### src/sv/prq_pkg.sv
// Package for the priority ready queue: sizes, entry type, op and status codes,
// sequencer states and the priority clamp. No dependencies.
`default_nettype none

package prq_pkg;

	localparam int DEPTH       = 16;
	localparam int PRIO_LEVELS = 4;
	localparam int ID_BITS     = 8;

	localparam int IDX_W      = $clog2(DEPTH);
	localparam int CNT_W      = $clog2(DEPTH + 1);
	localparam int PRIO_W     = $clog2(PRIO_LEVELS);
	localparam int OP_W       = 2;
	localparam int TID_W      = 8;
	localparam int PRIO_IO_W  = 2;
	localparam int OCC_W      = 5;
	localparam int STATUS_W   = 2;

	typedef struct packed {
		logic [ID_BITS-1:0] id;
		logic [PRIO_W-1:0]  prio;
	} prq_entry_t;

	typedef enum logic [OP_W-1:0] {
		OP_INSERT = 2'd0,
		OP_POP    = 2'd1,
		OP_QUERY  = 2'd2
	} prq_op_t;

	typedef enum logic [STATUS_W-1:0] {
		STAT_OK    = 2'd0,
		STAT_FULL  = 2'd1,
		STAT_EMPTY = 2'd2
	} prq_status_t;

	typedef enum logic [2:0] {
		S_IDLE,
		S_READ,
		S_EXEC,
		S_PLACE,
		S_DONE
	} prq_state_t;

	function automatic logic [PRIO_W-1:0] clamp_prio(input logic [PRIO_IO_W-1:0] p);
		if (32'(p) >= 32'(PRIO_LEVELS))
			return PRIO_W'(PRIO_LEVELS - 1);
		return PRIO_W'(p);
	endfunction

endpackage

`default_nettype wire

### src/sv/prq_req_if.sv
// Request channel of the priority ready queue: valid/ready plus op, tid, prio.
// Depends on prq_pkg.
`default_nettype none

interface prq_req_if;
	import prq_pkg::*;

	logic                 valid;
	logic                 ready;
	logic [OP_W-1:0]      op;
	logic [TID_W-1:0]     tid;
	logic [PRIO_IO_W-1:0] prio;

	modport source (output valid, op, tid, prio, input ready);
	modport sink   (input valid, op, tid, prio, output ready);
endinterface

`default_nettype wire

### src/sv/prq_rsp_if.sv
// Response channel of the priority ready queue: valid/ready plus result word.
// Depends on prq_pkg.
`default_nettype none

interface prq_rsp_if;
	import prq_pkg::*;

	logic                 valid;
	logic                 ready;
	logic [TID_W-1:0]     out_tid;
	logic [PRIO_IO_W-1:0] out_prio;
	logic                 found;
	logic [STATUS_W-1:0]  status;
	logic [OCC_W-1:0]     occupancy;

	modport source (output valid, out_tid, out_prio, found, status, occupancy, input ready);
	modport sink   (input valid, out_tid, out_prio, found, status, occupancy, output ready);
endinterface

`default_nettype wire

### src/sv/priority_ready_queue.sv
// Priority ready queue top level: entry memory, walking sequencer, result register.
// Depends on prq_pkg, prq_req_if and prq_rsp_if.
//
// Stable priority queue of up to DEPTH (id, priority) entries, head at slot 0, lower
// priority number served first, equal priorities in arrival order. One request word is
// taken at a time; req.ready is high only while the sequencer is idle. The entry store is
// a single memory with one write and one registered read port, so every entry visited
// takes a read state and then an act state. Insert walks from the tail towards the head,
// moving each lower-priority entry up by one, and stops at an entry that stays. Pop
// returns slot 0 and moves the rest down. Query scans from the head until a hit or the
// tail. Full insert, empty pop, empty query and the unused op go straight to the result.
// The response sits in an output register, so the next request is accepted while an
// earlier response still waits for rsp.ready.
`default_nettype none

module priority_ready_queue (
	input  wire        clk,
	input  wire        arst_n,
	prq_req_if.sink    req,
	prq_rsp_if.source  rsp
);
	import prq_pkg::*;

	prq_state_t state_q, state_d;
	logic [CNT_W-1:0] count_q;
	logic             rsp_valid_q;

	prq_entry_t mem_q [DEPTH];
	prq_entry_t rd_q;
	logic [IDX_W-1:0] rd_addr;
	logic             we;
	logic [IDX_W-1:0] wa;
	prq_entry_t       wd;

	logic [OP_W-1:0]    op_q;
	logic [ID_BITS-1:0] id_q;
	logic [PRIO_W-1:0]  pr_q;
	logic [CNT_W-1:0]   k_q;
	logic [CNT_W-1:0]   km1;
	prq_entry_t         hd_q;
	logic               found_q;
	prq_status_t        status_q;

	logic [TID_W-1:0]     out_tid_q;
	logic [PRIO_IO_W-1:0] out_prio_q;
	logic                 out_found_q;
	logic [STATUS_W-1:0]  out_status_q;
	logic [OCC_W-1:0]     out_occ_q;

	logic accept, greater, hit, last, emit, full, empty;

	assign km1     = k_q - CNT_W'(1);
	assign greater = rd_q.prio > pr_q;
	assign hit     = rd_q.id == id_q;
	assign last    = k_q == (count_q - CNT_W'(1));
	assign full    = count_q == CNT_W'(DEPTH);
	assign empty   = count_q == '0;
	assign accept  = req.valid && req.ready;
	assign emit    = (state_q == S_DONE) && (!rsp_valid_q || rsp.ready);

	// next state
	always_comb begin
		state_d = state_q;
		case (state_q)
			S_IDLE: begin
				if (req.valid) begin
					case (req.op)
						OP_INSERT: state_d = full ? S_DONE : (empty ? S_PLACE : S_READ);
						OP_POP,
						OP_QUERY:  state_d = empty ? S_DONE : S_READ;
						default:   state_d = S_DONE;
					endcase
				end
			end
			S_READ: state_d = S_EXEC;
			S_EXEC: begin
				case (op_q)
					OP_INSERT: state_d = (greater && k_q != CNT_W'(1)) ? S_READ : S_PLACE;
					OP_POP:    state_d = last ? S_DONE : S_READ;
					OP_QUERY:  state_d = (hit || last) ? S_DONE : S_READ;
					default:   state_d = S_DONE;
				endcase
			end
			S_PLACE: state_d = S_DONE;
			S_DONE:  state_d = emit ? S_IDLE : S_DONE;
			default: state_d = S_IDLE;
		endcase
	end

	// outputs and memory control
	always_comb begin
		req.ready = state_q == S_IDLE;
		rd_addr   = (op_q == OP_INSERT) ? km1[IDX_W-1:0] : k_q[IDX_W-1:0];
		we        = 1'b0;
		wa        = k_q[IDX_W-1:0];
		wd        = rd_q;
		case (state_q)
			S_EXEC: begin
				if (op_q == OP_INSERT && greater) begin
					we = 1'b1;
				end else if (op_q == OP_POP && k_q != '0) begin
					we = 1'b1;
					wa = km1[IDX_W-1:0];
				end
			end
			S_PLACE: begin
				we = 1'b1;
				wd = '{id: id_q, prio: pr_q};
			end
			default: we = 1'b0;
		endcase
	end

	always_ff @(posedge clk) begin
		if (we)
			mem_q[wa] <= wd;
		rd_q <= mem_q[rd_addr];
	end

	always_ff @(posedge clk or negedge arst_n) begin
		if (!arst_n) begin
			state_q     <= S_IDLE;
			count_q     <= '0;
			rsp_valid_q <= 1'b0;
		end else begin
			state_q <= state_d;
			if (state_q == S_PLACE)
				count_q <= count_q + CNT_W'(1);
			else if (state_q == S_EXEC && op_q == OP_POP && last)
				count_q <= count_q - CNT_W'(1);
			if (emit)
				rsp_valid_q <= 1'b1;
			else if (rsp.ready)
				rsp_valid_q <= 1'b0;
		end
	end

	always_ff @(posedge clk) begin
		if (accept) begin
			op_q     <= req.op;
			id_q     <= ID_BITS'(req.tid);
			pr_q     <= clamp_prio(req.prio);
			k_q      <= (req.op == OP_INSERT) ? count_q : '0;
			hd_q     <= '0;
			found_q  <= 1'b0;
			status_q <= (req.op == OP_INSERT && full) ? STAT_FULL :
				((req.op == OP_POP && empty) ? STAT_EMPTY : STAT_OK);
		end else if (state_q == S_EXEC) begin
			case (op_q)
				OP_INSERT: begin
					if (greater)
						k_q <= km1;
				end
				OP_POP: begin
					if (k_q == '0)
						hd_q <= rd_q;
					k_q <= k_q + CNT_W'(1);
				end
				OP_QUERY: begin
					if (hit)
						found_q <= 1'b1;
					k_q <= k_q + CNT_W'(1);
				end
				default: k_q <= k_q;
			endcase
		end
		if (emit) begin
			out_tid_q    <= TID_W'(hd_q.id);
			out_prio_q   <= PRIO_IO_W'(hd_q.prio);
			out_found_q  <= found_q;
			out_status_q <= status_q;
			out_occ_q    <= OCC_W'(count_q);
		end
	end

	assign rsp.valid     = rsp_valid_q;
	assign rsp.out_tid   = out_tid_q;
	assign rsp.out_prio  = out_prio_q;
	assign rsp.found     = out_found_q;
	assign rsp.status    = out_status_q;
	assign rsp.occupancy = out_occ_q;

	a_count_bound: assert property (@(posedge clk) disable iff (!arst_n)
		count_q <= CNT_W'(DEPTH))
		else $error("entry count beyond depth");

	a_full_occ: assert property (@(posedge clk) disable iff (!arst_n)
		rsp.valid && rsp.status == STAT_FULL |-> rsp.occupancy == OCC_W'(DEPTH))
		else $error("full status without full queue");

	a_empty_occ: assert property (@(posedge clk) disable iff (!arst_n)
		rsp.valid && rsp.status == STAT_EMPTY |-> rsp.occupancy == '0)
		else $error("empty status with entries present");

	a_write_in_range: assert property (@(posedge clk) disable iff (!arst_n)
		we |-> CNT_W'(wa) <= count_q)
		else $error("write beyond occupied region");

endmodule

`default_nettype wire
### src/flat_wrapper.sv
// flat-port wrapper written by rule: the top's interface ports become plain ports
module priority_ready_queue_flat import prq_pkg::*;
  (clk, arst_n, req_valid, req_op, req_tid, req_prio, req_ready, rsp_valid, rsp_out_tid, rsp_out_prio, rsp_found, rsp_status, rsp_occupancy, rsp_ready);
  prq_req_if req_i ();
  prq_rsp_if rsp_i ();
  input  wire clk;
  input  wire arst_n;
  input wire logic [$bits(req_i.valid)-1:0] req_valid;
  input wire logic [$bits(req_i.op)-1:0] req_op;
  input wire logic [$bits(req_i.tid)-1:0] req_tid;
  input wire logic [$bits(req_i.prio)-1:0] req_prio;
  output wire logic [$bits(req_i.ready)-1:0] req_ready;
  output wire logic [$bits(rsp_i.valid)-1:0] rsp_valid;
  output wire logic [$bits(rsp_i.out_tid)-1:0] rsp_out_tid;
  output wire logic [$bits(rsp_i.out_prio)-1:0] rsp_out_prio;
  output wire logic [$bits(rsp_i.found)-1:0] rsp_found;
  output wire logic [$bits(rsp_i.status)-1:0] rsp_status;
  output wire logic [$bits(rsp_i.occupancy)-1:0] rsp_occupancy;
  input wire logic [$bits(rsp_i.ready)-1:0] rsp_ready;
  assign req_i.valid = req_valid;
  assign req_i.op = req_op;
  assign req_i.tid = req_tid;
  assign req_i.prio = req_prio;
  assign req_ready = req_i.ready;
  assign rsp_valid = rsp_i.valid;
  assign rsp_out_tid = rsp_i.out_tid;
  assign rsp_out_prio = rsp_i.out_prio;
  assign rsp_found = rsp_i.found;
  assign rsp_status = rsp_i.status;
  assign rsp_occupancy = rsp_i.occupancy;
  assign rsp_i.ready = rsp_ready;
  priority_ready_queue u_core (.clk(clk), .arst_n(arst_n), .req(req_i), .rsp(rsp_i));
endmodule
### config.mk
export PLATFORM = sky130hd
export DESIGN_NAME = priority_ready_queue_flat
export DESIGN_NICKNAME = d
export VERILOG_FILES = /design/src/sv/prq_pkg.sv /design/src/sv/prq_req_if.sv /design/src/sv/prq_rsp_if.sv /design/src/sv/priority_ready_queue.sv /design/src/flat_wrapper.sv
export SDC_FILE = /design/constraint.sdc
export NUM_CORES = 1
export LEC_CHECK = 0
export BUFFER_PORTS_ARGS = -buffer_cell sky130_fd_sc_hd__buf_2
export CORE_UTILIZATION = 40
export CTS_CLUSTER_DIAMETER = 60
export DETAILED_ROUTE_END_ITERATION = 16
export PLACE_DENSITY = 0.66
export SETUP_SLACK_MARGIN = 0.02
export SLEW_MARGIN = 10
export SYNTH_ARGS = -nofsm -noshare
export SYNTH_HDL_FRONTEND = slang
export SYNTH_SLANG_ARGS = --single-unit
### constraint.sdc
create_clock -name clk -period 5.2 [get_ports clk]
set_input_delay 0.52 -clock clk [delete_from_list [all_inputs] [get_ports clk]]
set_output_delay 0.52 -clock clk [all_outputs]
set_load 0.02 [all_outputs]
Word level (Yosys, flattened, before mapping)
Memories as Yosys holds them, arrays and structs flattened. A register that Yosys moved wholly into a read port is not among the register bits.
Index checks and enable logic that the tools add are counted.
{ "word_totals": {"ramBits": 160, "word_cells": 94, "out_inout_bits": 20, "in_bits": 16, "reg_bits": 57, "memories": 1} }
{ "memory_table": {"columns": ["name", "depth", "word_bits", "read_ports", "rd_clocked_by_memory_dff", "write_ports", "line_no", "rtl"], "rows": [
  ["u_core.mem_q", 16, 10, 1, 1, 1, "priority_ready_queue.sv:28", "prq_entry_t mem_q [DEPTH];"]
]} }
{ "op_classes": {"n_eq_ne": 14, "muxes": 31, "n_reduce_logical": 27, "add_sub_neg": 4, "n_lt_le_gt_ge": 1} }
{ "ops": {"columns": ["cell", "count"], "rows": [
  ["$mux 5", 6],
  ["$mux 3", 6],
  ["$mux 4", 4],
  ["$pmux 3 s5", 1],
  ["$add 5x1->5 const B", 2],
  ["$logic_not 5->1", 2],
  ["$mux 10", 1],
  ["$pmux 5 s2", 1],
  ["$sub 5x1->5 const B", 2],
  ["$logic_and 1x1->1", 9],
  ["$pmux 3 s3", 1],
  ["$reduce_and 3->1", 3],
  ["$eq 8x8->1", 1],
  ["$eq 3x2->1 const B", 2],
  ["$mux 1", 6],
  ["$mux 2", 3],
  ["$pmux 3 s2", 1],
  ["$reduce_bool 2->1", 3],
  ["$eq 5x5->1", 1],
  ["$eq 5x5->1 const B", 1],
  ["$ne 5x1->1 const B", 1],
  ["$reduce_bool 5->1", 1],
  ["$eq 2x1->1 const B", 2],
  ["$eq 2x2->1 const B", 2],
  ["other kinds (12)", 15]
]} }

Depth between registers and ports, before layout
Gate-level depths: netlist of the first run.
{ "logic_depth": {"word_depth": 7, "mapped_depth": 9, "ltp_nobuf": 8} }

Least setup slack after synthesis of the first run
No wires, ideal clock.
{ "synth_timing": {"path_kind": "register to register", "startpoint": "reg u_core.k_q[0]", "endpoint": "mem u_core.mem_q[12][0] (netlist bit) (enable)", "stages_incl_launch_ff": 9, "slack_ps": 2569, "arrival_ps": 2253, "required_ps": 4822, "path_cell_list": "edfxtp_1 -> buf_4 -> inv_1 -> ha_1 -> or4b_4 -> nand4_2 -> nand3_1 -> a21boi_2 -> nor2b_1"} }
{ "synth_via": {"elab_chain_cells": 7} }
{ "synth_rtl": {"columns": ["element", "line_no", "rtl"], "rows": [
  ["start: declaration", "priority_ready_queue.sv:38", "logic [CNT_W-1:0] k_q;"],
  ["start signal: assignment", "priority_ready_queue.sv:143", "k_q <= (req.op == OP_INSERT) ? count_q : '0;"],
  ["start signal: assignment", "priority_ready_queue.sv:152", "k_q <= km1;"],
  ["start signal: assignment", "priority_ready_queue.sv:157", "k_q <= k_q + CNT_W'(1);"],
  ["$reduce_bool 5->1", "priority_ready_queue.sv:101", "end else if (op_q == OP_POP && k_q != '0) begin"],
  ["$logic_and 1x1->1", "priority_ready_queue.sv:101", null],
  ["$mux 1", "priority_ready_queue.sv:101", null],
  ["$mux 1", "priority_ready_queue.sv:99", "if (op_q == OP_INSERT && greater) begin"],
  ["$pmux 1 s2", "priority_ready_queue.sv:97", "case (state_q)"],
  ["$mux 1", "priority_ready_queue.sv:115", "if (we)"],
  ["$mux 1 (not written as such)", "priority_ready_queue.sv:116", "mem_q[wa] <= wd;"],
  ["end: declaration", "priority_ready_queue.sv:28", null]
]} }
Parallel ways exist; a longest one is shown, timed or not.

Worst setup path in the final report of the first run
{ "layout_timing": {"startpoint": "reg u_core.k_q[0]", "endpoint": "reg u_core.rd_q[5] (netlist name)"} }
{ "layout_via": {"elab_chain_cells": 2} }
{ "layout_rtl": {"columns": ["element", "line_no", "rtl"], "rows": [
  ["$sub 5x1->5", "priority_ready_queue.sv:52", "assign km1 = k_q - CNT_W'(1);"],
  ["$mux 4 (*)", "priority_ready_queue.sv:93", "rd_addr = (op_q == OP_INSERT) ? km1[IDX_W-1:0] : k_q[IDX_W-1:0];"]
]} }
Mark *: on every way between the ends. The rest lies on a longest branch, timed or not.
A chain may end at the register's enable or synchronous reset.

==> impl_metrics.csv, run 1 <==
group,metric,value,unit
synthesis,synth_seq_cells,227,
clock_network,cts_max_path_buffers,3,
timing,fin_crit,3430,ps
setup_path,r2r_start,"u_core.k_q[0]",
synthesis,yosys.area_share.simple,7.35,%
global_route,antenna_found_initial,0,
synthesis,syn-mean-instance-area,16.3,sq um
setup_path,slowest_stage,"edfxtp_1",
global_route,grtUsageTotal,16.5,%
synthesis,synth-edff-count,197,
floorplanning,die_area,0.0243,sq mm
drt,ant_nets,0,
setup_path,critPathKind,"flip-flop to flip-flop",
place,dp_hpwl,12.8,mm
floorplanning,die_height,156,um
synthesis,synth_xor_area_share,2.51,%
global_route,grt_overflow_total,0,
timing,finalClockSkew,12.9,ps
setup_path,cp.required,5530,ps
synthesis,yosys.cell_types.count,56,
synthesis,yosysWarnings,0,
synthesis,syn_inst,581,
global_route,grt_pass1_wl,30.2,mm
floorplanning,die_x,156,um
job,cap_violations,0,
power_and_ir_drop,leakage,3.75,nW
setup_path,crit_path_max_incr_delay,660,ps
synthesis,synthArstFlopShare,3.96,%
synthesis,yosysSeqAreaShare,69.2,%
timing,rsz0062_at_grt,"false",
timing,fin_crit_sh,66.0,%
clock_network,htreeDepth,1,
place,gp_congestion,0.809,
synthesis,synth_flop_cell,"edfxtp_1",
clock_network,cts_tree,"done",
run_status,outcome,"finished clean",
floorplanning,core_area,0.0229,sq mm
synthesis,synth_top_family_by_area,"multiplexers",
timing,timing.final.setup_violations,0,
finish,nFillCells,1940,
place,port-buffer-count,35,
min_path,whs_path_depth,1,
clock_network,clock_latency,510,ps
synthesis,synthMostInstantiatedCell,"edfxtp_1",
floorplanning,rows,55,
drt,wl_per_cell,20.7,um
drt,drc,0,
timing,finalHoldViolCount,0,
setup_path,cp_max_fo,23,
synthesis,muxShareOfSynthArea,12.0,%
setup_path,rr_worst_depth,8,
timing,fin_tns_setup,0,ps
setup_path,end_kind,"flip-flop",
drt,totalWireLength,19.7,mm
setup_path,cp-start-kind,"flip-flop",
min_path,min_from,"req_tid[4]",
clock_network,ctsResizeCount,0,
finish,drive_gt1_share,20.1,%
finish,antenna_cells,0,
clock_network,cts.sinks,227,
clock_network,clk_pin_slew,60,ps
min_path,hold_class,"primary input to flip-flop",
timing,worst_pin_slew,1210,ps
finish,multi_input_area,0.00274,sq mm
timing,slew_headroom,18.9,%
setup_path,startpoint,"u_core.k_q[0]",
finish,regArea,0.00656,sq mm
drt,via_per_inst,5.38,
drt,drtIter0Drc,566,
synthesis,synthTopCellsByArea,"edfxtp_1, mux4_2, dfxtp_1, mux2i_1, dfrtp_1",
finish,fin_nets,650,
drt,drtPass1Iterations,5,
synthesis,netlist_area,0.00948,sq mm
clock_network,numCtsBuffers,24,
finish,area_delta_synth_final,13.1,%
timing,fmax,292,MHz
place,placed_cells,905,
floorplanning,initial_utilization,41.4,%
clock_network,clock_tree.root_cell,"clkbuf_16",
global_route,grt_pass1_vias,5047,
floorplanning,ios,36,
synthesis,synth_compound_area_share,4.76,%
setup_path,cp.arrival,3760,ps
timing,slew_violations,0,
power_and_ir_drop,max-vdd-ir-drop,287,uV
drt,num_vias,5115,
synthesis,syn_nets,612,
setup_path,crit_chain,"inv_1, ha_1, mux2i_4, buf_4, mux4_2, nor2b_1, a211oi_1, a21oi_1",
power_and_ir_drop,power.density,608,mW/mm^2
finish,stdcell_count,950,
synthesis,yosys.area_share.adder,1.98,%
synthesis,synth_top_area_cell,"edfxtp_1",
synthesis,synth_top_cells_by_count,"edfxtp_1, nand2_1, mux4_2, nor2_1, mux2i_1",
synthesis,synth_top_area_share,62.4,%
global_route,grt_max_degree,38,
## cell type report
cell class | instances | share of cell area (%)
inverter | 11 | 0.385
clock inverter | 12 | 1.05
multi-input combinational | 314 | 25.5
tap | 313 | 3.65
clock buffer | 32 | 6.17
timing repair buffer | 41 | 2.08
sequential | 227 | 61.2
## cell families after synthesis
family / Yosys count
DFF: 227
and+or+nand+nor: 140
AOI/OAI and AO/OA: 70
muxes: 64
buffers and inverters: 40
xor gates and xnor gates: 25
adders and majority gates: 15
## sequential cells by signal (all words and copies together) (netlist names), 3 cells and up
signal	cells
u_core.mem_q	160
u_core.state_q	3
u_core.rd_q	10
u_core.rsp.occupancy	5
u_core.rsp.out_tid	8
u_core.count_q	5
u_core.id_q	8
u_core.k_q	5
u_core.hd_q	10
## path summary, 6_finish.rpt
path	end	slack [ps]
max reg2reg	u_core.rd_q[5]	1770
max	u_core.rd_q[5]	1770
min	u_core.id_q[4]	190
min in group asynchronous	u_core.count_q[2]	400
max in group asynchronous	u_core.rsp.valid	4600
min reg2reg	u_core.rsp.status[1]	430
## routing by layer
metal  global-route usage (%)  routed length [um]
met1                     23.1                8830
met2                     25.5                8920
met4                     5.37                 443
met3                     3.86                1480
met5                        0                   0
## power by group
| part | leakage [nW] | total (W) | switching [W] | internal [W] |
|---|---|---|---|---|
| combinational | 1.28 | 0.00221 | 0.00135 | 0.000859 |
| sequential | 2.09 | 0.00264 | 0.000209 | 0.00243 |
| clock | 0.385 | 0.00167 | 0.000675 | 0.000994 |
| total | 3.75 | 0.00652 | 0.00223 | 0.00429 |
## cells in the final DEF (no fill, tap or decap), types with 5 or more instances in the layout
cell type,netlist,layout
a21oi_1,15,15
buf_2,8,35
inv_1,11,11
dfrtp_1,9,9
and3_1,5,5
xnor2_1,12,12
nand2_1,44,44
nand3_1,10,10
clkinv_2,0,6
clkbuf_16,0,25
a22oi_1,8,8
edfxtp_1,197,197
xor2_1,12,11
ha_1,15,15
mux2i_1,23,22
clkbuf_1,11,6
buf_4,4,5
nor3_1,7,7
mux4_2,40,40
nand2b_1,5,5
nor2b_1,12,12
nor2_1,38,38
o21ai_0,20,20
and2_1,5,5
dfxtp_1,21,21
## metrics by stage
stage	util, %	setup slack (ps)	hold slack [ps]	area [sq um]	power [W]
after detailed placement	43.4	1770	393	9940	0.00488
after CTS	46.8	1700	172	10700	0.00656
final	46.8	1770	189	10700	0.00652
after floorplan	-	2570	224	9480	0.00425
after global routing	46.8	1540	173	10700	0.00682
after global placement	43.4	1810	381	9940	0.00481
## critical path, delay by kind of cell (launching register included)
| family | cells | cell delay, ps |
|---|---|---|
| muxes | 2 | 990 |
| buffers and inverters | 2 | 670 |
| and+or+nand+nor | 1 | 140 |
| DFF | 1 | 660 |
| adders and majority gates | 1 | 450 |
| AOI/OAI and AO/OA | 2 | 330 |
## what timing repair did
action	4_1_cts	5_1_grt
hold endpoints to repair	9	0
hold buffers	1	0
setup buffers	0	0
Note: power is estimated with default switching activity, not from simulation.
==> inputs of run 2 (changes only) <==
==> constraint.sdc (replaced) <==
create_clock -name clk -period 3.3 [get_ports clk]
set_input_delay 0.33 -clock clk [delete_from_list [all_inputs] [get_ports clk]]
set_output_delay 0.33 -clock clk [all_outputs]
set_load 0.02 [all_outputs]
==> impl_metrics.csv, run 2 (same netlist as run 1, synthesis figures left out) <==
group,metric,value,unit
timing,worst_pin_slew,1090,ps
finish,final_area,0.0109,sq mm
run_status,outcome,"finished clean",
drt,via_per_inst,5.22,
place,dp_hpwl,12.7,mm
drt,drtIter0Drc,389,
job,cap_violations,0,
finish,post-route-util,47.6,%
drt,num_vias,5081,
global_route,grt_overflow_total,0,
finish,largest-register,"u_core.mem_q",
timing,slew_violations,0,
finish,reg_top3,"u_core.mem_q: 160 flops, u_core.hd_q: 10 flops, u_core.rd_q: 10 flops",
finish,drive_gt1_share,21.5,%
floorplanning,die_area,0.0243,sq mm
floorplanning,initial_utilization,41.4,%
power_and_ir_drop,max-vdd-ir-drop,516,uV
power_and_ir_drop,leakage,3.85,nW
floorplanning,ios,36,
setup_path,cp.required,3430,ps
setup_path,cp_max_fo,10,
clock_network,cts_setup_buffers,0,
global_route,grt_max_degree,41,
global_route,grt_pass1_wl,30.1,mm
place,port-buffer-count,35,
finish,fin_nets,675,
clock_network,clock_tree.root_cell,"clkbuf_16",
setup_path,cp.arrival,3170,ps
timing,rsz0062_at_grt,"false",
clock_network,cts_tree,"done",
timing,finalHoldViolCount,0,
floorplanning,die_x,156,um
clock_network,numCtsBuffers,24,
timing,fin_tns_setup,0,ps
clock_network,clk_pin_slew,60,ps
min_path,holdPathEnd,"u_core.pr_q[1]",
clock_network,htreeDepth,1,
min_path,min_from,"req_prio[1]",
timing,slew_headroom,27.0,%
floorplanning,die_height,156,um
power_and_ir_drop,p_total,0.0104,W
finish,nFillCells,1884,
clock_network,clock_latency,520,ps
finish,largest_reg_flops,160,
finish,area_delta_synth_final,15.1,%
setup_path,end_kind,"flip-flop",
floorplanning,core_area,0.0229,sq mm
setup_path,cp-start-kind,"flip-flop",
timing,holdWs,22.7,ps
timing,fin_crit,3050,ps
timing,timing.final.setup_violations,0,
drt,wl_per_cell,20.0,um
setup_path,rr_worst_depth,6,
finish,antenna_cells,0,
setup_path,rrSetupSlack,250,ps
finish,multi_input_area,0.00274,sq mm
floorplanning,rows,55,
place,gp_congestion,0.870,
timing,finalClockSkew,20.5,ps
clock_network,cts_max_path_buffers,3,
setup_path,r2r_start,"u_core.k_q[1]",
timing,fmax,328,MHz
drt,totalWireLength,19.4,mm
timing,fin_crit_sh,92.3,%
clock_network,cts.sinks,227,
global_route,grtUsageTotal,16.5,%
min_path,whs_path_depth,1,
global_route,antenna_found_initial,0,
global_route,grt_pass1_vias,5093,
min_path,hold_class,"primary input to flip-flop",
drt,ant_nets,0,
place,place_area,0.0101,sq mm
setup_path,critPathKind,"flip-flop to flip-flop",
finish,final_common_cell,"edfxtp_1",
finish,regArea,0.00656,sq mm
power_and_ir_drop,power.density,949,mW/mm^2
drt,drtPass1Iterations,5,
finish,layout_common_cells,"edfxtp_1, nand2_1, mux4_2, nor2_1, buf_2",
setup_path,rr_endpoint,"u_core.mem_q[11][7]",
drt,drc,0,
==> run 2: cell count changes in the layout (fill, tap and decap cells not counted), moves of 2 or more <==
cell | before | now
clkinv_2 | 6 | 4
buf_12 | 0 | 2
dlygate4sd3_1 | 1 | 10
buf_4 | 5 | 19
==> run 2: layout make-up <==
type | count | area share, %
Inverter | 11 | 0.378
Clock buffer | 31 | 5.74
Sequential cell | 227 | 60.1
Tap cell | 313 | 3.59
Multi-Input combinational cell | 314 | 25.1
Clock inverter | 12 | 0.940
Timing Repair Buffer | 66 | 4.19
==> run 2: metrics by stage <==
stage	setup WS [ps]	std cells
6_report	255	974
5_1_grt	107	974
4_1_cts	265	974
3_5_place_dp	288	921
3_3_place_gp	329	921
2_1_floorplan	669	581
==> run 2: repair_timing <==
item / CTS / global route
resized for setup: 0 / 0
endpoints found under the hold margin: 18 / 0
hold buffers: 10 / 0
==> run 2: how the worst max path moves through the flow <==
stage                     slack [ps]           start                   to
after floorplan                  670   u_core.k_q[0]  u_core.mem_q[12][0]
after global placement           330  u_core.op_q[0]       u_core.rd_q[0]
after detailed placement         290  u_core.pr_q[1]  u_core.mem_q[12][6]
after CTS                        270   u_core.k_q[1]  u_core.mem_q[10][8]
after global routing             110  u_core.pr_q[1]  u_core.mem_q[13][5]
final                            250   u_core.k_q[1]  u_core.mem_q[11][7]
==> run 2: where the power goes <==
group / leakage [nW] / total, W / internal [W] / switching (W)
Clock: 0.354 / 0.00249 / 0.00143 / 0.00106
Sequential: 2.09 / 0.00407 / 0.00383 / 0.000234
Combinational: 1.40 / 0.00381 / 0.00152 / 0.00229
Total: 3.85 / 0.0104 / 0.00678 / 0.00358
==> run 2: critical path, stage by stage (launching register included) <==
cell      delay, ps
edfxtp_1        390
inv_1           210
ha_1            180
or4b_4          500
nand3_2         180
a31oi_1         290
nor2_1          910
==> run 2: layer usage <==
layer	routed length [um]	GRT usage [%]
met5	0	0
met4	424	5.14
met3	1090	3.44
met2	9210	26.9
met1	8710	22.2
==> inputs of run 3 (changes only) <==
--- a/config.mk
+++ b/config.mk
@@ -7,6 +7,7 @@
 export LEC_CHECK = 0
 export BUFFER_PORTS_ARGS = -buffer_cell sky130_fd_sc_hd__buf_2
 export CORE_UTILIZATION = 40
+export CTS_BUF_LIST = sky130_fd_sc_hd__clkbuf_16
 export CTS_CLUSTER_DIAMETER = 60
 export DETAILED_ROUTE_END_ITERATION = 16
 export PLACE_DENSITY = 0.66
==> impl_metrics.csv, run 3 (same netlist as run 1, synthesis figures left out) <==
group,metric,value,unit
clock_network,cts_max_path_buffers,3,
setup_path,r2r_start,"u_core.k_q[1]",
power_and_ir_drop,max-vdd-ir-drop,516,uV
timing,fin_crit,3020,ps
place,gp_congestion,0.870,
timing,timing.final.setup_violations,0,
timing,finalClockSkew,21.4,ps
finish,fin_nets,675,
global_route,grt_pass1_wl,30.1,mm
setup_path,startpoint,"u_core.k_q[1]",
drt,drtIter0Drc,395,
power_and_ir_drop,power.switching,0.00358,W
timing,fmax,331,MHz
global_route,grt_overflow_total,0,
timing,fin_crit_sh,91.6,%
finish,layout_common_cells,"edfxtp_1, nand2_1, mux4_2, nor2_1, buf_2",
clock_network,numCtsBuffers,24,
power_and_ir_drop,intPower,0.00675,W
clock_network,clk_pin_slew,60,ps
drt,ant_nets,0,
power_and_ir_drop,pwr-share-comb,36.8,%
power_and_ir_drop,leakage,3.88,nW
setup_path,end_kind,"flip-flop",
floorplanning,die_x,156,um
timing,finalHoldViolCount,0,
timing,slew_violations,0,
floorplanning,die_area,0.0243,sq mm
finish,largest-register,"u_core.mem_q",
place,place_area,0.0101,sq mm
clock_network,clock_tree.root_cell,"clkbuf_16",
timing,worst_pin_slew,1070,ps
finish,largest_reg_flops,160,
finish,final_area,0.0109,sq mm
finish,antenna_cells,0,
drt,drtPass1Iterations,5,
finish,reg_top3,"u_core.mem_q: 160 flops, u_core.hd_q: 10 flops, u_core.rd_q: 10 flops",
global_route,antenna_found_initial,0,
setup_path,cp-start-kind,"flip-flop",
floorplanning,core_area,0.0229,sq mm
finish,nFillCells,1884,
setup_path,cp_max_fo,10,
drt,drc,0,
clock_network,ctsResizeCount,0,
clock_network,htreeDepth,1,
clock_network,clock_latency,530,ps
global_route,grt_pass1_vias,5093,
timing,rsz0062_at_grt,"false",
floorplanning,initial_utilization,41.4,%
run_status,outcome,"finished clean",
global_route,grt_max_degree,41,
global_route,grtUsageTotal,16.5,%
setup_path,cp.required,3430,ps
place,port-buffer-count,35,
drt,via_per_inst,5.20,
place,dp_hpwl,12.7,mm
drt,totalWireLength,19.4,mm
clock_network,cts.sinks,227,
power_and_ir_drop,power.density,947,mW/mm^2
power_and_ir_drop,switching_share,34.7,%
clock_network,cts_tree,"done",
floorplanning,ios,36,
finish,final_common_cell,"edfxtp_1",
drt,wl_per_cell,19.9,um
power_and_ir_drop,pwr-share-clk,23.9,%
setup_path,cp.arrival,3150,ps
drt,num_vias,5068,
finish,area_delta_synth_final,15.1,%
power_and_ir_drop,p_seq_share,39.3,%
job,cap_violations,0,
floorplanning,die_height,156,um
timing,slew_headroom,28.2,%
finish,drive_gt1_share,21.5,%
floorplanning,rows,55,
min_path,hold_class,"primary input to flip-flop",
min_path,min_from,"req_prio[1]",
timing,fin_tns_setup,0,ps
setup_path,critPathKind,"flip-flop to flip-flop",
==> run 3: cell count changes in the layout (fill, tap and decap cells not counted) <==
cell / previous run / this run
inv_1: 11 / 18
clkbuf_1: 7 / 0
==> run 3: repair_timing <==
| action | 4_1_cts | 5_1_grt |
|---|---|---|
| hold endpoints to repair | 18 | 0 |
| setup buffers | 0 | 0 |
| hold buffers | 10 | 0 |
==> run 3: final cells by class <==
type | count | area [sq um] | area share [%]
clock buffer | 24 | 601 | 5.50
clock inverter | 19 | 129 | 1.18
inverter | 11 | 41.3 | 0.378
multi-input combinational | 314 | 2740 | 25.1
sequential | 227 | 6560 | 60.1
tap | 313 | 392 | 3.59
timing repair buffer | 66 | 458 | 4.19
==> run 3: through the flow <==
step	total power (W)	utilization, %	hold slack, ps	worst slack (ps)	instances
detailed placement	0.00793	44.0	197	288	921
finish	0.0103	47.6	22.8	276	974
CTS	0.0104	47.6	1.68	265	974
global route	0.0109	47.6	9.24	107	974
global placement	0.00786	44.0	190	329	921
floorplan	0.00669	-	34.4	669	581
==> run 3: critical path, cell delays in order, from the launching register on <==
cell and delay [ps]:
edfxtp_1 390, inv_1 210, ha_1 180, or4b_4 500, nand3_2 180, a31oi_1 290
nor2_1 900
==> run 3: final timing paths <==
check	to	slack (ps)	depth (start not counted)
setup / recovery	u_core.mem_q[11][7]	280	6
hold / removal	u_core.pr_q[1]	20	1
setup reg to reg	u_core.mem_q[11][7]	280	6
hold reg to reg	u_core.rsp.out_tid[6]	430	0
max in group asynchronous	u_core.rsp.valid	2910	2
min in group asynchronous	u_core.count_q[3]	210	2
==> run 3: power by group through the flow <==
stage / clock network, W / registers, W / logic (W)
after global routing: 0.00261 / 0.00411 / 0.00413
after floorplan: 0 / 0.00411 / 0.00258
final: 0.00247 / 0.00407 / 0.00380
after detailed placement: 0 / 0.00412 / 0.00380
after global placement: 0 / 0.00411 / 0.00375
after CTS: 0.00250 / 0.00407 / 0.00382
==> run 3: routing by layer <==
layer / up-vias / GRT usage (%) / wire, um
met4: 0 / 5.14 / 424
met2: 150 / 26.9 / 9190
met1: 2539 / 22.2 / 8670
met5: - / 0 / 0
li1: 2351 / - / -
met3: 28 / 3.44 / 1120
